==> src/sv/npl_pkg.sv <==
// Shared types and constants for the 3x3 neighbourhood pattern locator.
`timescale 1ns / 1ps
`default_nettype none
package npl_pkg;

  localparam int CFG_ADDR_W = 4;
  localparam int CFG_DATA_W = 32;
  localparam int CFG_SIZE_W = 11;
  localparam int CFG_VAL_W  = 16;
  localparam int RES_W      = 11;
  localparam int OUT_DATA_W = 24;

  localparam logic [CFG_SIZE_W-1:0] RST_FRAME_WIDTH  = 11'd1024;
  localparam logic [CFG_SIZE_W-1:0] RST_FRAME_HEIGHT = 11'd1024;
  localparam logic [CFG_VAL_W-1:0]  RST_CENTRE_VALUE = 16'd42;
  localparam logic [CFG_VAL_W-1:0]  RST_RING_VALUE   = 16'd7;

  typedef enum logic [1:0] {
    REG_FRAME_WIDTH  = 2'd0,
    REG_FRAME_HEIGHT = 2'd1,
    REG_CENTRE_VALUE = 2'd2,
    REG_RING_VALUE   = 2'd3
  } reg_idx_t;

  typedef struct packed {
    logic [CFG_SIZE_W-1:0] frame_width;
    logic [CFG_SIZE_W-1:0] frame_height;
    logic [CFG_VAL_W-1:0]  centre_value;
    logic [CFG_VAL_W-1:0]  ring_value;
  } cfg_t;

  // control of the pixel sitting in the read-modify-write stage
  typedef struct packed {
    logic valid;
    logic first_col;
    logic last_px;
    logic interior;
  } s1_ctl_t;

  typedef struct packed {
    logic [RES_W-1:0] match_col;
    logic [RES_W-1:0] match_row;
  } result_t;

endpackage
`default_nettype wire

==> src/sv/npl_outq.sv <==
// Two-entry result queue: output register plus skid register.
`timescale 1ns / 1ps
`default_nettype none
module npl_outq (
  input  logic                           clk,
  input  logic                           rst_n,
  input  logic                           push,
  input  npl_pkg::result_t               din,
  output logic                           out_tvalid,
  input  logic                           out_tready,
  output logic [npl_pkg::OUT_DATA_W-1:0] out_tdata,
  output logic [1:0]                     count
);
  import npl_pkg::*;

  logic    head_vld_r, head_vld_nxt;
  logic    skid_vld_r, skid_vld_nxt;
  result_t head_r, head_nxt;
  result_t skid_r, skid_nxt;
  logic    pop;

  assign pop = head_vld_r && out_tready;

  always_comb begin
    head_vld_nxt = head_vld_r;
    skid_vld_nxt = skid_vld_r;
    head_nxt     = head_r;
    skid_nxt     = skid_r;
    if (pop) begin
      head_vld_nxt = skid_vld_r;
      head_nxt     = skid_r;
      skid_vld_nxt = 1'b0;
    end
    if (push) begin
      if (!head_vld_nxt) begin
        head_vld_nxt = 1'b1;
        head_nxt     = din;
      end else begin
        skid_vld_nxt = 1'b1;
        skid_nxt     = din;
      end
    end
  end

  always_ff @(posedge clk) begin
    if (!rst_n) begin
      head_vld_r <= 1'b0;
      skid_vld_r <= 1'b0;
    end else begin
      head_vld_r <= head_vld_nxt;
      skid_vld_r <= skid_vld_nxt;
    end
  end

  always_ff @(posedge clk) begin
    head_r <= head_nxt;
    skid_r <= skid_nxt;
  end

  assign out_tvalid = head_vld_r;
  assign out_tdata  = OUT_DATA_W'({head_r.match_col, head_r.match_row});
  assign count      = {head_vld_r && skid_vld_r, head_vld_r ^ skid_vld_r};

endmodule
`default_nettype wire

==> config.mk <==
export PLATFORM = sky130hd
export DESIGN_NAME = npl_outq
export DESIGN_NICKNAME = d
export VERILOG_FILES = /design/src/sv/npl_pkg.sv /design/src/sv/npl_outq.sv
export SDC_FILE = /design/constraint.sdc
export NUM_CORES = 1
export LEC_CHECK = 0
export BUFFER_PORTS_ARGS = -buffer_cell sky130_fd_sc_hd__buf_2
export CAP_MARGIN = 40
export CORE_UTILIZATION = 55
export CTS_BUF_LIST = sky130_fd_sc_hd__clkbuf_8
export DETAILED_ROUTE_END_ITERATION = 8
export HOLD_SLACK_MARGIN = 0.1
export PLACE_DENSITY_LB_ADDON = 0.1
export SETUP_SLACK_MARGIN = 0.2
export SLEW_MARGIN = 20
export SYNTH_ARGS = -nofsm -noshare
export SYNTH_HDL_FRONTEND = slang
export SYNTH_SLANG_ARGS = --single-unit
==> constraint.sdc <==
create_clock -name clk -period 2.2 [get_ports clk]
set_input_delay 0.11 -clock clk [delete_from_list [all_inputs] [get_ports clk]]
set_output_delay 0.11 -clock clk [all_outputs]
set_load 0.05 [all_outputs]
==> results.yml <==
outcome:
  outcome: "completed"
layout:
  layout-area-overhead-vs-synth_pct: 32.9
  final.fill_count: 223
  final_cell_mix: "sky130_fd_sc_hd__buf_2 (50), sky130_fd_sc_hd__mux2_2 (24), sky130_fd_sc_hd__dlygate4sd3_1 (24), sky130_fd_sc_hd__dfxtp_1 (24), sky130_fd_sc_hd__edfxtp_1 (22)"
  final_cell_area_sq_mm: 0.00244
  layout.cells.non_filler: 232
  multi_input_comb_area_sq_um: 649
  most_common_library_cell_in_the_layout_ignoring_fill_and_taps: "sky130_fd_sc_hd__buf_2"
  final-seq-area_sq_mm: 0.00114
  diode_count: 0
  drive_gt1_share_pct: 54.8
  finish.net_count: 214
cts:
  clock_sinks: 46
  ctsHoldBuffers: 24
  htree_levels: 2
  clk_pin_slew_ps: 70
  post_cts_resize_count: 0
  cts_inserted_buffers: 5
  clock_tree_from_tritoncts: "yes"
  clock_tree.root_cell: "sky130_fd_sc_hd__clkbuf_8"
  number_of_setup_buffers_added_after_cts: 0
  cts_max_path_buffers: 2
  clkLatencyLatePin_ps: 290
sta:
  finalSetupTns_ps: 0
  report.final.hold_viol_count: 0
  post-route-min-period_ps: 1580
  grt_setup_unrepaired: "no"
  timing_worst_slew_pin_value_ps: 563
  maxSlewHeadroom_pct: 62.5
  timing.final.setup_violations: 0
  fmax_ghz: 0.634
  slew_viol_final: 0
  worst_clock_skew_ps: 5.09
  crit_share_post_route_pct: 71.7
routing:
  ant_nets: 0
  mean_routed_wirelength_per_cell_microns: 13.8
  number_of_detailed_route_iterations_in_the_first_pass: 4
  routed_wirelength_microns: 3200
  drt_first_iter_violations: 19
  drt-vias-per-instance: 4.83
  vias: 1120
  drt_drc_violations_left: 0
setup_path:
  critical_path.slowest_cell: "sky130_fd_sc_hd__a21bo_2"
  timing.critical_path.cells: "nand2b_1, a21bo_2, mux2_2"
  timing.critical_path.to_type: "flop"
  startpoint_type: "flop"
  r2r-end: "out_tdata[16]"
  critPathRequiredTime_ps: 2370
  rr_worst_depth: 3
  worst-path-max-fanout: 22
  path_class: "flop to flop"
  timing.critical_path.arrival_ps: 1750
  worst_r2r_startpoint: "skid_vld_r"
  critical_path.max_stage_delay_ps: 510
  worst_reg2reg_setup_slack_ps: 620
  critical_path.n_buffers_inverters: 0
  cpLargestDelayFamily: "compound AO/OA/AOI/OAI gates"
pwr:
  static-leakage-power_nw: 1.09
  power.net_switching_uw: 609
  power_switching_share_pct: 30.3
  worst_ir_drop_vdd_v: 0.000599
  power.density_cell_area_mw_per_mm2: 824
  power_frac_comb_pct: 27.0
  seqPwrFrac_pct: 50.0
  intPower_mw: 1.40
  fraction_of_power_consumed_by_the_clock_network_pct: 23.0
placed_design:
  io_buffers: 50
  detailedPlacementHpwl_microns: 2000
  detailed_place.area_sq_mm: 0.00212
  place.gp.congestion: 0.622
  dp.cells: 200
die:
  design.portCount: 53
  initial_core_util_pct: 59.1
  die_h_microns: 59.8
  core.rowCount: 20
  floorplan.die.width_microns: 59.8
  placeableCoreArea_sq_mm: 0.00310
  die_area_sq_mm: 0.00357
yosys:
  ys_ff_latch: 46
  postSynthAreaPerCell_sq_um: 17.0
  post_synth_instance_area_sq_mm: 0.00183
  ys.warnings.count: 0
  synthesis.instances: 108
  synth_largest_area_cell: "sky130_fd_sc_hd__edfxtp_1"
  netlist_top_cells_area: "sky130_fd_sc_hd__edfxtp_1 (36%), sky130_fd_sc_hd__dfxtp_1 (26%), sky130_fd_sc_hd__mux2_4 (16%), sky130_fd_sc_hd__mux2_2 (15%), sky130_fd_sc_hd__buf_6 (1.2%)"
  synth.lib_cells_used.distinct: 19
  synthDominantCellAreaShare_pct: 36.0
  synth_seq_area_share_pct: 62.2
min_path:
  hold_path.class: "primary input to flop"
  holdPathStages: 3
  worstHoldStart: "push"
  worstHoldEndpoint: "skid_vld_r"
run:
  max_cap_violations: 0
global_route:
  antenna_found_initial: 0
  grt_overflow: 0
  first_global_vias: 1137
  largest_net_degree_at_the_start_of_global_routing: 23
  grt.total_usage_pct: 19.4
  first_pass_grt_wire_length_microns: 4960
[state kept, by name (all words and copies together) (netlist names)]
signal,cells
out_tdata,22
skid_r,22
out_tvalid,1
skid_vld_r,1
[how the worst max path moves through the flow]
stage | to | cells after the start | start
2_1_floorplan | skid_r[0] | 1 | out_tvalid
3_3_place_gp | out_tdata[3] | 3 | skid_vld_r
3_5_place_dp | out_tdata[16] | 3 | skid_vld_r
4_1_cts | out_tdata[16] | 3 | skid_vld_r
5_1_grt | out_tdata[16] | 3 | skid_vld_r
6_report | out_tdata[16] | 3 | skid_vld_r
[cells in the mapped netlist, drive strengths merged]
cell	number
conb	1
a21oi	1
nand2	2
a21boi	1
and3	1
nand2b	1
o21ai	1
dfxtp	24
buf	6
edfxtp	22
ha	1
mux2	44
a21bo	1
nor2b	2
[cells by family (layout without fill, tap and decap cells)]
group | after synthesis | count (layout) | synth area share [%]
flip-flops | 46 | 46 | 62.2
multiplexers | 44 | 44 | 30.9
AND/OR/NAND/NOR | 6 | 6 | 1.91
buffers and inverters | 6 | 85 | 2.59
AO/OA/AOI/OAI | 4 | 4 | 1.50
adder cells (fa/ha/maj) | 1 | 1 | 0.682
other | 1 | 2 | 0.204
[area by class of cell]
| type | instances | area share, % |
|---|---|---|
| clock inverter | 3 | 0.462 |
| clock buffer | 5 | 2.82 |
| multi-input combinational | 57 | 26.6 |
| tap | 44 | 2.26 |
| sequential | 46 | 46.8 |
| timing repair buffer | 77 | 21.0 |
[metrics by stage]
stage               power [mW]  setup WS (ps)  hold WS, ps  utilization (%)
floorplan                 1.43            394          209                -
global placement          1.52            698          300             68.3
detailed placement        1.53            609          302             68.3
CTS                       2.02            596          109             78.6
global route              2.09            503          134             78.6
finish                    2.01            623          132             78.6
[metal layers]
metal	wire length, microns	track usage (%)
met2	1630	35.2
met1	1430	21.7
met5	0	0
met3	120	5.84
met4	19	5.98
[tightest hold or removal path, delay by kind of cell]
family,cells,cell delay [ps]
compound gates,2,140
buf+inv,1,120
[power groups by stage]
stage	Combinational [mW]	Sequential, mW	Clock [mW]
floorplan	0.195	1.23	0
global placement	0.502	1.02	0
detailed placement	0.508	1.02	0
CTS	0.544	1.01	0.476
global route	0.570	1.01	0.507
finish	0.542	1.01	0.461
(Power assumes the default switching activity.)
