[src/sv/npl_pkg.sv]
// Shared types and constants for the 3x3 neighbourhood pattern locator.
`timescale 1ns / 1ps
`default_nettype none
package npl_pkg;

  localparam int CFG_ADDR_W = 4;
  localparam int CFG_DATA_W = 32;
  localparam int CFG_SIZE_W = 11;
  localparam int CFG_VAL_W  = 16;
  localparam int RES_W      = 11;
  localparam int OUT_DATA_W = 24;

  localparam logic [CFG_SIZE_W-1:0] RST_FRAME_WIDTH  = 11'd1024;
  localparam logic [CFG_SIZE_W-1:0] RST_FRAME_HEIGHT = 11'd1024;
  localparam logic [CFG_VAL_W-1:0]  RST_CENTRE_VALUE = 16'd42;
  localparam logic [CFG_VAL_W-1:0]  RST_RING_VALUE   = 16'd7;

  typedef enum logic [1:0] {
    REG_FRAME_WIDTH  = 2'd0,
    REG_FRAME_HEIGHT = 2'd1,
    REG_CENTRE_VALUE = 2'd2,
    REG_RING_VALUE   = 2'd3
  } reg_idx_t;

  typedef struct packed {
    logic [CFG_SIZE_W-1:0] frame_width;
    logic [CFG_SIZE_W-1:0] frame_height;
    logic [CFG_VAL_W-1:0]  centre_value;
    logic [CFG_VAL_W-1:0]  ring_value;
  } cfg_t;

  // control of the pixel sitting in the read-modify-write stage
  typedef struct packed {
    logic valid;
    logic first_col;
    logic last_px;
    logic interior;
  } s1_ctl_t;

  typedef struct packed {
    logic [RES_W-1:0] match_col;
    logic [RES_W-1:0] match_row;
  } result_t;

endpackage
`default_nettype wire

[src/sv/npl_match.sv]
// 3x3 window registers, pattern compare and per-frame match tracking.
`timescale 1ns / 1ps
`default_nettype none
module npl_match #(
  parameter int PIXEL_BITS = 16,
  parameter int CW         = 10,
  parameter int RW         = 10
) (
  input  logic                    clk,
  input  logic                    rst_n,
  input  npl_pkg::s1_ctl_t        ctl,
  input  logic [PIXEL_BITS-1:0]   px,
  input  logic [PIXEL_BITS-1:0]   top,
  input  logic [PIXEL_BITS-1:0]   mid,
  input  logic [CW-1:0]           col,
  input  logic [RW-1:0]           row,
  input  logic [PIXEL_BITS-1:0]   cv,
  input  logic [PIXEL_BITS-1:0]   rv,
  output logic                    res_push,
  output npl_pkg::result_t        res
);
  import npl_pkg::*;

  // win_r[column][row]; column 2 is the newest
  logic [PIXEL_BITS-1:0] win_r   [3][3];
  logic [PIXEL_BITS-1:0] win_nxt [3][3];
  logic                  row_matched_r;
  logic [RW-1:0]         found_row_r;
  logic [CW-1:0]         found_col_r;
  logic [RW-1:0]         found_row_nxt;
  logic [CW-1:0]         found_col_nxt;
  logic                  rm_eff;
  logic                  ring_ok;
  logic                  hit;

  always_comb begin
    for (int r = 0; r < 3; r++) begin
      win_nxt[0][r] = win_r[1][r];
      win_nxt[1][r] = win_r[2][r];
    end
    win_nxt[2][0] = top;
    win_nxt[2][1] = mid;
    win_nxt[2][2] = px;
  end

  always_comb begin
    ring_ok = 1'b1;
    for (int k = 0; k < 3; k++) begin
      for (int r = 0; r < 3; r++) begin
        if (!(k == 1 && r == 1) && win_nxt[k][r] != rv) begin
          ring_ok = 1'b0;
        end
      end
    end
  end

  assign rm_eff = ctl.first_col ? 1'b0 : row_matched_r;
  assign hit    = ctl.interior && !rm_eff && (win_nxt[1][1] == cv) && ring_ok;

  assign found_row_nxt = hit ? row : found_row_r;
  assign found_col_nxt = hit ? col : found_col_r;

  always_ff @(posedge clk) begin
    if (ctl.valid) begin
      win_r <= win_nxt;
    end
  end

  always_ff @(posedge clk) begin
    if (!rst_n) begin
      row_matched_r <= 1'b0;
      found_row_r   <= '0;
      found_col_r   <= '0;
    end else if (ctl.valid) begin
      if (ctl.last_px) begin
        row_matched_r <= 1'b0;
        found_row_r   <= '0;
        found_col_r   <= '0;
      end else begin
        row_matched_r <= rm_eff || hit;
        found_row_r   <= found_row_nxt;
        found_col_r   <= found_col_nxt;
      end
    end
  end

  assign res_push      = ctl.valid && ctl.last_px;
  assign res.match_row = RES_W'(found_row_nxt);
  assign res.match_col = RES_W'(found_col_nxt);

endmodule
`default_nettype wire

[config.mk]
export PLATFORM = sky130hd
export DESIGN_NAME = npl_match
export DESIGN_NICKNAME = d
export VERILOG_FILES = /design/src/sv/npl_pkg.sv /design/src/sv/npl_match.sv
export SDC_FILE = /design/constraint.sdc
export NUM_CORES = 1
export LEC_CHECK = 0
export BUFFER_PORTS_ARGS = -buffer_cell sky130_fd_sc_hd__buf_2
export CORE_ASPECT_RATIO = 0.75
export CORE_UTILIZATION = 59
export CTS_CLUSTER_SIZE = 12
export DETAILED_ROUTE_END_ITERATION = 12
export PLACE_DENSITY = 0.9
export SLEW_MARGIN = 5
export SYNTH_ARGS = -nofsm -noshare
export SYNTH_HDL_FRONTEND = slang
export SYNTH_SLANG_ARGS = --single-unit
[constraint.sdc]
create_clock -name clk -period 5.27 [get_ports clk]
set_clock_uncertainty 0.15 [all_clocks]
set_input_delay 0.527 -clock clk [delete_from_list [all_inputs] [get_ports clk]]
set_output_delay 0.527 -clock clk [all_outputs]
set_load 0.01 [all_outputs]
==> reports/qor.yml <==
timing:
  worst_pin_slew_ns: 1.15
  slew_violations: 0
  finalSetupTns_ns: 0
  rsz0062_at_grt: "no"
  hold_slack_ns: 0.167
  finalSetupViolCount: 0
  max-slew-margin-rel_pct: 23.1
  finalHoldViolations: 0
  period_share_pct: 78.4
  fmax_ghz: 0.242
  setup_ws_ns: 1.14
  post-route-min-period_ns: 4.13
global_routing:
  grt_max_degree: 69
  grt_use_total_pct: 30.9
  antenna_found_initial: 1
  grt_pass1_wl_microns: 22800
  overflow: 0
  first_global_vias: 4440
run_status:
  outcome: "completed"
placement:
  dpl_cell_area_sq_um: 6480
  numPortBuffers: 126
  routabilityCongestion: 0.986
  place_hpwl_microns: 10800
  pre_cts_slack_ns: 1.25
synthesis:
  syn_area_sq_um: 5800
  netlist.area_leader.share_pct: 49.7
  synth_largest_area_cell: "edfxtp_1"
  ys_warn_count: 0
  ys_seq_area_share_pct: 56.9
  synth_most_common_cell: "edfxtp_1"
  ys_top_cells_by_count: "edfxtp_1 (96), nand3b_1 (40), nand4_1 (29)"
  ys_seq_elements: 117
  synth_edf_count: 96
  ys_types: 43
  synth-async-reset-ratio_pct: 0
  synthCells: 496
  synth.avg_cell_area_sq_um: 11.7
  ys_top_cells_by_area: "edfxtp_1 (50%), dfxtp_1 (7.2%), nand3b_1 (5.2%), mux2_1 (3.9%), xnor2_1 (3.8%)"
  synthFlopType: "edfxtp_1"
floorplanning:
  die_h_microns: 87.9
  fp.dieW_microns: 116
  row_count: 30
  core_sq_um: 9310
  initial_core_util_pct: 62.3
  pin_count: 129
  die_area_sq_um: 10200
flow_run:
  drv_cap: 0
clock_network:
  root_buffer: "clkbuf_16"
  clockBufferDepth: 2
  cts-resized-gates: 0
  cts.sinks: 117
  numCtsBuffers: 17
  cts_tree: "built"
  clock_latency_ns: 0.41
  hold_buffers: 0
  htreeDepth: 4
  clk_pin_slew_ns: 0.05
  post-cts-setup-buffers: 0
route:
  drt_iter0_markers: 538
  drt-wirelength-per-cell_microns: 20.1
  drt-total-wl_microns: 15100
  viasPerCell: 6.28
  dr.pass1.iters: 6
  via_count: 4727
  ant_nets: 0
  drc: 0
layout:
  multi_input_area_sq_um: 2290
  syn_to_final_growth_pct: 20.9
  regArea_sq_um: 3300
  fin_area_sq_um: 7020
  fin_nets: 717
  final_util_pct: 75.4
  drive_gt1_share_pct: 25.6
  fill_cells: 650
critical_path:
  critical_path.max_stage_delay_ns: 0.57
  end_kind: "primary output"
  cp_common_cell: "or4_1"
  crit_type: "register to primary output"
  timing.critical_path.cells: "or4_1 -> nor2_1 -> a31oi_1 -> or4_1 -> nor4_4 -> and2_1 -> buf_4 -> mux2_1 -> buf_2"
  worstPathRequired_ns: 4.59
  worstSetupStartpointType: "register"
  reg2reg_depth: 8
  worstPathArrival_ns: 3.45
  critPathSlowestCell: "or4_1"
  crit_fanout: 40
power:
  internal-power_uw: 1810
  power_density_nw_per_um2: 334
  switching_share_pct: 22.9
  power_frac_comb_pct: 8.4
  power.switching_uw: 535
  pwr-share-seq_pct: 47.2
  leakagePower_uw: 0.00266
  peakVddDrop_mv: 0.290
  power.share.clock_pct: 44.4
hold_path:
  hp-class: "input port to register"
  min_path_cells: 1
==> power by group through the flow <==
stage | logic [uW] | registers, uW | clock network [uW]
3_3_place_gp | 185 | 1120 | 0
6_report | 196 | 1110 | 1040
2_1_floorplan | 94.2 | 1110 | 0
5_1_grt | 211 | 1110 | 1090
3_5_place_dp | 190 | 1120 | 0
4_1_cts | 193 | 1110 | 1050
==> path summary, 6_finish.rpt <==
kind / slack (ns) / from / end
max: 1.14 / win_nxt[106] / res[16]
min: 0.17 / mid[0] / win_nxt[64]
max reg2reg: 2.28 / win_nxt[106] / found_col_r[6]
min reg2reg: 0.32 / win_nxt[51] / win_nxt[99]
==> placed cells by master (no fill, tap or decap), types with 5 or more instances in the layout <==
| master | count |
|---|---|
| or4_1 | 5 |
| or3_1 | 8 |
| a31oi_1 | 10 |
| and3_1 | 7 |
| dfxtp_1 | 21 |
| nand4_1 | 29 |
| a21oi_1 | 8 |
| o2111ai_1 | 8 |
| o211ai_1 | 21 |
| nand2b_1 | 5 |
| mux2_1 | 20 |
| clkbuf_1 | 5 |
| and2_1 | 24 |
| buf_2 | 125 |
| xnor2_1 | 25 |
| xor2_1 | 12 |
| buf_4 | 5 |
| edfxtp_1 | 96 |
| inv_1 | 17 |
| nor4_1 | 10 |
| clkbuf_8 | 5 |
| nor3_1 | 14 |
| o21ai_0 | 9 |
| o22ai_1 | 6 |
| nand2_1 | 13 |
| clkbuf_16 | 17 |
| nor2_1 | 16 |
| nand3b_1 | 40 |
| nand3_1 | 9 |
==> area by class of cell <==
| class | count | area share [%] |
|---|---|---|
| antenna | 1 | 0.0357 |
| clock buffer | 27 | 7.31 |
| timing repair buffer | 130 | 9.45 |
| multi-input combinational | 328 | 32.6 |
| sequential | 117 | 47.1 |
| inverter | 17 | 0.910 |
| tap | 128 | 2.28 |
| clock inverter | 5 | 0.339 |
==> flip-flops by register name, summed over array words and instances, names as in the netlist <==
signal / count
row_matched_r: 1
found_col_r: 10
win_nxt: 96
found_row_r: 10
==> routing by layer <==
layer	global-route usage (%)	vias to the layer above	wire [microns]
met5	0	-	0
met4	11.1	0	285
met3	11.0	31	1590
met2	46.8	264	6900
met1	41.3	2294	6350
li1	-	2138	-
==> metrics by stage <==
stage | power, uW | instances
6_report | 2340 | 753
2_1_floorplan | 1200 | 497
3_3_place_gp | 1300 | 720
5_1_grt | 2410 | 753
4_1_cts | 2340 | 752
3_5_place_dp | 1310 | 720
==> cells by family (layout without fill, tap and decap cells) <==
family | Yosys count | after routing | synth area share (%)
compound gates | 81 | 81 | 9.90
buf+inv | 52 | 179 | 3.82
simple gates | 188 | 188 | 19.8
xor+xnor | 37 | 37 | 5.59
flops | 117 | 117 | 56.9
other cells | 1 | 3 | 0.0646
mux | 20 | 20 | 3.88
==> worst max-delay path: cells and delay by family (launching register included) <==
| family | cells | cell delay [ns] |
|---|---|---|
| buf+inv | 2 | 0.54 |
| compound gates | 1 | 0.05 |
| simple gates | 5 | 1.70 |
| mux | 1 | 0.37 |
| flops | 1 | 0.37 |
(Power assumes the default switching activity.)
