===== src/sv/npl_pkg.sv =====
// Shared types and constants for the 3x3 neighbourhood pattern locator.
`timescale 1ns / 1ps
`default_nettype none
package npl_pkg;

  localparam int CFG_ADDR_W = 4;
  localparam int CFG_DATA_W = 32;
  localparam int CFG_SIZE_W = 11;
  localparam int CFG_VAL_W  = 16;
  localparam int RES_W      = 11;
  localparam int OUT_DATA_W = 24;

  localparam logic [CFG_SIZE_W-1:0] RST_FRAME_WIDTH  = 11'd1024;
  localparam logic [CFG_SIZE_W-1:0] RST_FRAME_HEIGHT = 11'd1024;
  localparam logic [CFG_VAL_W-1:0]  RST_CENTRE_VALUE = 16'd42;
  localparam logic [CFG_VAL_W-1:0]  RST_RING_VALUE   = 16'd7;

  typedef enum logic [1:0] {
    REG_FRAME_WIDTH  = 2'd0,
    REG_FRAME_HEIGHT = 2'd1,
    REG_CENTRE_VALUE = 2'd2,
    REG_RING_VALUE   = 2'd3
  } reg_idx_t;

  typedef struct packed {
    logic [CFG_SIZE_W-1:0] frame_width;
    logic [CFG_SIZE_W-1:0] frame_height;
    logic [CFG_VAL_W-1:0]  centre_value;
    logic [CFG_VAL_W-1:0]  ring_value;
  } cfg_t;

  // control of the pixel sitting in the read-modify-write stage
  typedef struct packed {
    logic valid;
    logic first_col;
    logic last_px;
    logic interior;
  } s1_ctl_t;

  typedef struct packed {
    logic [RES_W-1:0] match_col;
    logic [RES_W-1:0] match_row;
  } result_t;

endpackage
`default_nettype wire


===== src/sv/npl_cfg.sv =====
// APB register file: frame size and the two match values.
`timescale 1ns / 1ps
`default_nettype none
module npl_cfg (
  input  logic                           clk,
  input  logic                           rst_n,
  input  logic                           cfg_psel,
  input  logic                           cfg_penable,
  input  logic                           cfg_pwrite,
  input  logic [npl_pkg::CFG_ADDR_W-1:0] cfg_paddr,
  input  logic [npl_pkg::CFG_DATA_W-1:0] cfg_pwdata,
  output logic [npl_pkg::CFG_DATA_W-1:0] cfg_prdata,
  output logic                           cfg_pready,
  output npl_pkg::cfg_t                  cfg
);
  import npl_pkg::*;

  cfg_t     cfg_r;
  cfg_t     cfg_nxt;
  reg_idx_t idx;
  logic     wr;

  assign idx = reg_idx_t'(cfg_paddr[3:2]);
  assign wr  = cfg_psel && cfg_penable && cfg_pwrite;

  always_comb begin
    cfg_nxt = cfg_r;
    if (wr) begin
      unique case (idx)
        REG_FRAME_WIDTH:  cfg_nxt.frame_width  = cfg_pwdata[CFG_SIZE_W-1:0];
        REG_FRAME_HEIGHT: cfg_nxt.frame_height = cfg_pwdata[CFG_SIZE_W-1:0];
        REG_CENTRE_VALUE: cfg_nxt.centre_value = cfg_pwdata[CFG_VAL_W-1:0];
        REG_RING_VALUE:   cfg_nxt.ring_value   = cfg_pwdata[CFG_VAL_W-1:0];
        default:          cfg_nxt = cfg_r;
      endcase
    end
  end

  always_ff @(posedge clk) begin
    if (!rst_n) begin
      cfg_r.frame_width  <= RST_FRAME_WIDTH;
      cfg_r.frame_height <= RST_FRAME_HEIGHT;
      cfg_r.centre_value <= RST_CENTRE_VALUE;
      cfg_r.ring_value   <= RST_RING_VALUE;
    end else begin
      cfg_r <= cfg_nxt;
    end
  end

  always_comb begin
    unique case (idx)
      REG_FRAME_WIDTH:  cfg_prdata = CFG_DATA_W'(cfg_r.frame_width);
      REG_FRAME_HEIGHT: cfg_prdata = CFG_DATA_W'(cfg_r.frame_height);
      REG_CENTRE_VALUE: cfg_prdata = CFG_DATA_W'(cfg_r.centre_value);
      REG_RING_VALUE:   cfg_prdata = CFG_DATA_W'(cfg_r.ring_value);
      default:          cfg_prdata = '0;
    endcase
  end

  assign cfg_pready = 1'b1;
  assign cfg        = cfg_r;

endmodule
`default_nettype wire


===== config.mk =====
export PLATFORM = sky130hd
export DESIGN_NAME = npl_cfg
export DESIGN_NICKNAME = d
export VERILOG_FILES = /design/src/sv/npl_pkg.sv /design/src/sv/npl_cfg.sv
export SDC_FILE = /design/constraint.sdc
export NUM_CORES = 1
export LEC_CHECK = 0
export CAP_MARGIN = 20
export CORE_UTILIZATION = 33
export DETAILED_ROUTE_END_ITERATION = 8
export DONT_BUFFER_PORTS = 1
export SLEW_MARGIN = 20
export SYNTH_ARGS = -nofsm -noshare
export SYNTH_HDL_FRONTEND = slang
export SYNTH_SLANG_ARGS = --single-unit

===== constraint.sdc =====
create_clock -name clk -period 1.4 [get_ports clk]
set_clock_uncertainty 0.15 [all_clocks]
set_input_delay 0.21 -clock clk [delete_from_list [all_inputs] [get_ports clk]]
set_output_delay 0.21 -clock clk [all_outputs]
set_load 0.02 [all_outputs]

==> metrics.txt, run 1 <==
chip width 90.4 um; fin nets 349; worst setup margin -138 ps; CTS root buf clkbuf_8; commonest non-fill, non-tap cell in the layout buf_4; Reg clk slew, reported paths 100 ps; Multi-input gate area 1290 um^2; via count 1885; fraction of registers with async set/reset 0%; WP data arrival 1180 ps; Final ANT Viol Nets 0; CP top delay family multiplexers; min Tclk post-route 1540 ps; core area 7410 um^2; largest net degree at the start of global routing 72; Peak Freq 0.650 GHz; crit share post-route 110%; Worst setup EP type output port; Synth Warn # 0; clk sinks 54; pwr dens 859 nW/um^2; post-synthesis register bit count 54; Non-Filler Instances 408; share of cells above drive strength 1 35.6%; CP max-delay cell mux4_2; hpwl dp 4410 um; commonest cells after routing, fill and taps aside 69 x buf_4, 62 x nand2_1, 53 x mux2i_1, 37 x dfxtp_1; RSZ-0062 raised after global routing yes; Final Routed Wirelength 6230 um; PortBufs 0; class of the tightest hold or removal check in2reg; EDFF count, synth 0; failing checks hold timing, setup timing; number of max-cap violations 0; Initial Utilization 34.8%; CP bufs+invs 0; maximum clock insertion buffer count 2; Filler cells 746; Largest register FFs 54; status complete, but fails checks; Setup WS pre-CTS 36.8 ps; clock latency on the worst-skew pair 300 ps; DR iter-0 viols 32; global-route wire length before repair 9940 um; Antenna Cells 0; Setup Viol. Count Final 11; vias per inst 4.62; top fanout value on the critical path 2; reg2reg start cfg[5]; WS Path Type reg2out; area grow syn2layout 23.5%; Die Y 90.4 um; post-synth cell types 22; syn avg cell area 10.4 um^2; Total Power 0.00274 W; Cells after Synth 249; Synth Flop Type dfxtp_1; crit start category register; routed length per placed instance 15.3 um; drt pass-1 iters 4; Critical Path Max Stage Delay 550 ps; final hold slack -144 ps; Setup crit start cfg[5]; Tot GR Track Use 15.6%; htree depth 2; worst path cell trace mux4_2; CTS tree yes; final slew viol count 0; Mapped Area 2580 um^2; Leak 1.44 nW; final hold vios 54; vias in the first global route 1930; hold path start rst_n; initial antenna violation count 0; Register Area 1100 um^2; Max rail drop VDD 0.371 mV; DRC 0; die area 8180 um^2; GPL Wtd Cong 0.708; Cell Rows 31; I/O pins 128; required time worst endpoint 1040 ps; dpl cells 395; sequential-to-total area share from yosys stat 41.9%; gr ovfl total 0; TritonCTS buffer count 5
## Yosys cell counts (all sizes together) (2+ instances only)
| cell type | number | area [um^2] |
|---|---|---|
| nor2b | 8 | 50.1 |
| nand4 | 3 | 33.8 |
| nand2 | 62 | 233 |
| dfxtp | 54 | 1080 |
| mux2i | 53 | 531 |
| conb | 2 | 7.51 |
| buf | 27 | 218 |
| o311ai | 3 | 26.3 |
| o21ai | 6 | 30.0 |
| nand3 | 3 | 27.5 |
| inv | 4 | 15.0 |
| mux4 | 11 | 248 |
| clkbuf | 8 | 30.0 |
## power by group
part	leakage, nW	switching [W]	internal (W)
Sequential	0.442	0.0000104	0.00156
Clock	0.0472	0.000510	0.000399
Combinational	0.954	0.000157	0.000106
Total	1.44	0.000677	0.00206
## final timing paths
path | slack, ps | depth (start not counted) | to
setup reg to reg | 410 | 4 | cfg[5]
hold reg to reg | 460 | 3 | cfg[28]
setup / recovery | -140 | 1 | cfg_prdata[5]
hold / removal | -140 | 1 | cfg[2]
## area by class of cell
type	count	area share (%)
Sequential cell	54	34.6
Multi-Input combinational cell	171	40.6
Tap cell	99	3.89
Inverter	4	0.471
Clock inverter	2	0.392
Clock buffer	6	2.59
Timing Repair Buffer	72	17.5
## cells by family (layout without fill, tap and decap cells)
kind of cell	after synthesis	count (layout)	share of synthesized area [%]
compound gates	10	10	2.47
buf+inv	39	84	10.2
flops	54	54	41.9
mux	64	64	30.2
other cells	2	17	0.291
simple gates	80	80	15.0
## per-layer routing
layer  part of all wire [%]  track usage, %  up-vias  wire, um
met5                      0               0        -         0
met4                    2.3            5.91        0       142
met3                    5.3            4.71       10       330
met2                     50            27.9       60      3140
met1                     42            17.2      884      2610
li1                       -               -      931         -
## stage by stage
stage,TNS [ps],utilization (%),hold WS (ps),instance area [um^2]
final,-1420,43.0,-144,3190
after global routing,-1830,43.0,-165,3190
after floorplan,0,-,222,2640
after global placement,0,40.9,151,3030
after CTS,-1610,42.6,-167,3150
after detailed placement,0,40.9,151,3030
## repair_timing
item                                    CTS  global route
hold buffers                              2             1
gates resized for setup                   1            16
endpoints found under the hold margin    54            54
pin swaps                                 0             0
setup buffers                             1             2
endpoints found under the setup margin   11            15
No activity file was read; power rests on OpenSTA's default activity.
==> inputs of run 2 (changes only) <==
--- a/config.mk
+++ b/config.mk
@@ -6,9 +6,10 @@
 export NUM_CORES = 1
 export LEC_CHECK = 0
 export CAP_MARGIN = 20
-export CORE_UTILIZATION = 33
+export CORE_UTILIZATION = 55
 export DETAILED_ROUTE_END_ITERATION = 8
 export DONT_BUFFER_PORTS = 1
+export PLACE_DENSITY = 0.7
 export SLEW_MARGIN = 20
 export SYNTH_ARGS = -nofsm -noshare
 export SYNTH_HDL_FRONTEND = slang
==> metrics.txt, run 2 (synthesis gave the netlist of run 1 again) <==
Critical Path Max Stage Delay 550 ps; required time worst endpoint 1040 ps; fin nets 350; WP data arrival 1190 ps; Max rail drop VDD 0.747 mV; GPL Wtd Cong 0.736; commonest cells after routing, fill and taps aside 69 x buf_4, 62 x nand2_1, 53 x mux2i_1, 42 x dfxtp_1, 17 x conb_1; CP top delay family multiplexers; Total Power 0.00273 W; PortBufs 0; clock latency on the worst-skew pair 300 ps; Post-Place Cell Area 2970 um^2; final slew viol count 0; Setup Viol. Count Final 11; area grow syn2layout 21.4%; share of cells above drive strength 1 34.2%; CTS root buf clkbuf_8; Tot GR Track Use 23.4%; Leak 1.44 nW; pwr dens 870 nW/um^2; final hold slack -148 ps; Die Y 70.5 um; core area 4440 um^2; WS Path Type reg2out; worst r2r path cells 4; htree depth 2; Non-Filler Instances 362; DRC 16; failing checks DRC, hold timing, setup timing; die area 4970 um^2; commonest non-fill, non-tap cell in the layout buf_4; vias per inst 5.30; global-route wire length before repair 8830 um; chip width 70.5 um; maximum clock insertion buffer count 2; I/O pins 128; class of the tightest hold or removal check in2reg; WP depth 1; Worst setup EP type output port; routed length per placed instance 15.9 um; Cell Rows 24; Largest register FFs 54; Reg clk slew, reported paths 100 ps; RSZ-0062 raised after global routing yes; Final Routed Wirelength 5750 um; dpl cells 348; via count 1917; vias in the first global route 1909; DR iter-0 viols 91; Antenna Cells 0; number of max-cap violations 0; gr ovfl total 0; TritonCTS buffer count 5; drt pass-1 iters 6; min Tclk post-route 1550 ps; Initial Utilization 58.1%; Peak Freq 0.646 GHz; post-layout util 70.5%; crit start category register; Hold Path Depth 1; CP max-delay cell mux4_2; worst path cell trace mux4_2; final instance area 3130 um^2; final hold vios 54; status complete, but fails checks; initial antenna violation count 0; CP bufs+invs 0; clk sinks 54; Final ANT Viol Nets 0; top fanout value on the critical path 2; hpwl dp 4020 um; crit share post-route 111%; largest net degree at the start of global routing 72; worst setup margin -149 ps; CTS tree yes
[run 2: area by class of cell]
class	instances	area, um^2
fill	352	1310
sequential	54	1100
clock buffer	6	82.6
tap	52	65.1
timing repair buffer	73	569
inverter	4	15.0
clock inverter	2	12.5
multi-input combinational	171	1290
[run 2: worst paths after layout]
check / startpoint / to / slack (ps)
min: rst_n / cfg[1] / -150
max: cfg[5] / cfg_prdata[5] / -150
max reg2reg: cfg[2] / cfg[2] / 400
min reg2reg: cfg[27] / cfg[27] / 440
[run 2: layer usage]
metal | share of wire, % | global-route usage (%) | vias up
met3 | 6.6 | 6.49 | 7
met4 | 1.3 | 8.62 | 0
met2 | 52 | 42.8 | 68
met1 | 40 | 25.8 | 906
met5 | 0 | 0 | -
li1 | - | - | 936
[run 2: power by group]
| part | internal, W | switching (W) |
|---|---|---|
| Clock | 0.000398 | 0.000497 |
| Combinational | 0.000107 | 0.000158 |
| Sequential | 0.00156 | 0.0000104 |
| Total | 0.00206 | 0.000666 |
[run 2: timing repair]
action | 4_1_cts | 5_1_grt
endpoints found under the setup margin | 11 | 14
endpoints found under the hold margin | 54 | 53
hold buffers | 2 | 1
buffers inserted | 1 | 3
resized for setup | 2 | 11
cloned | 0 | 0
[run 2: per-stage QoR]
stage,TNS [ps],worst slack [ps]
after floorplan,0,63.4
after global placement,0,106
after detailed placement,0,71.7
after CTS,-1540,-157
after global routing,-1770,-172
final,-1470,-149
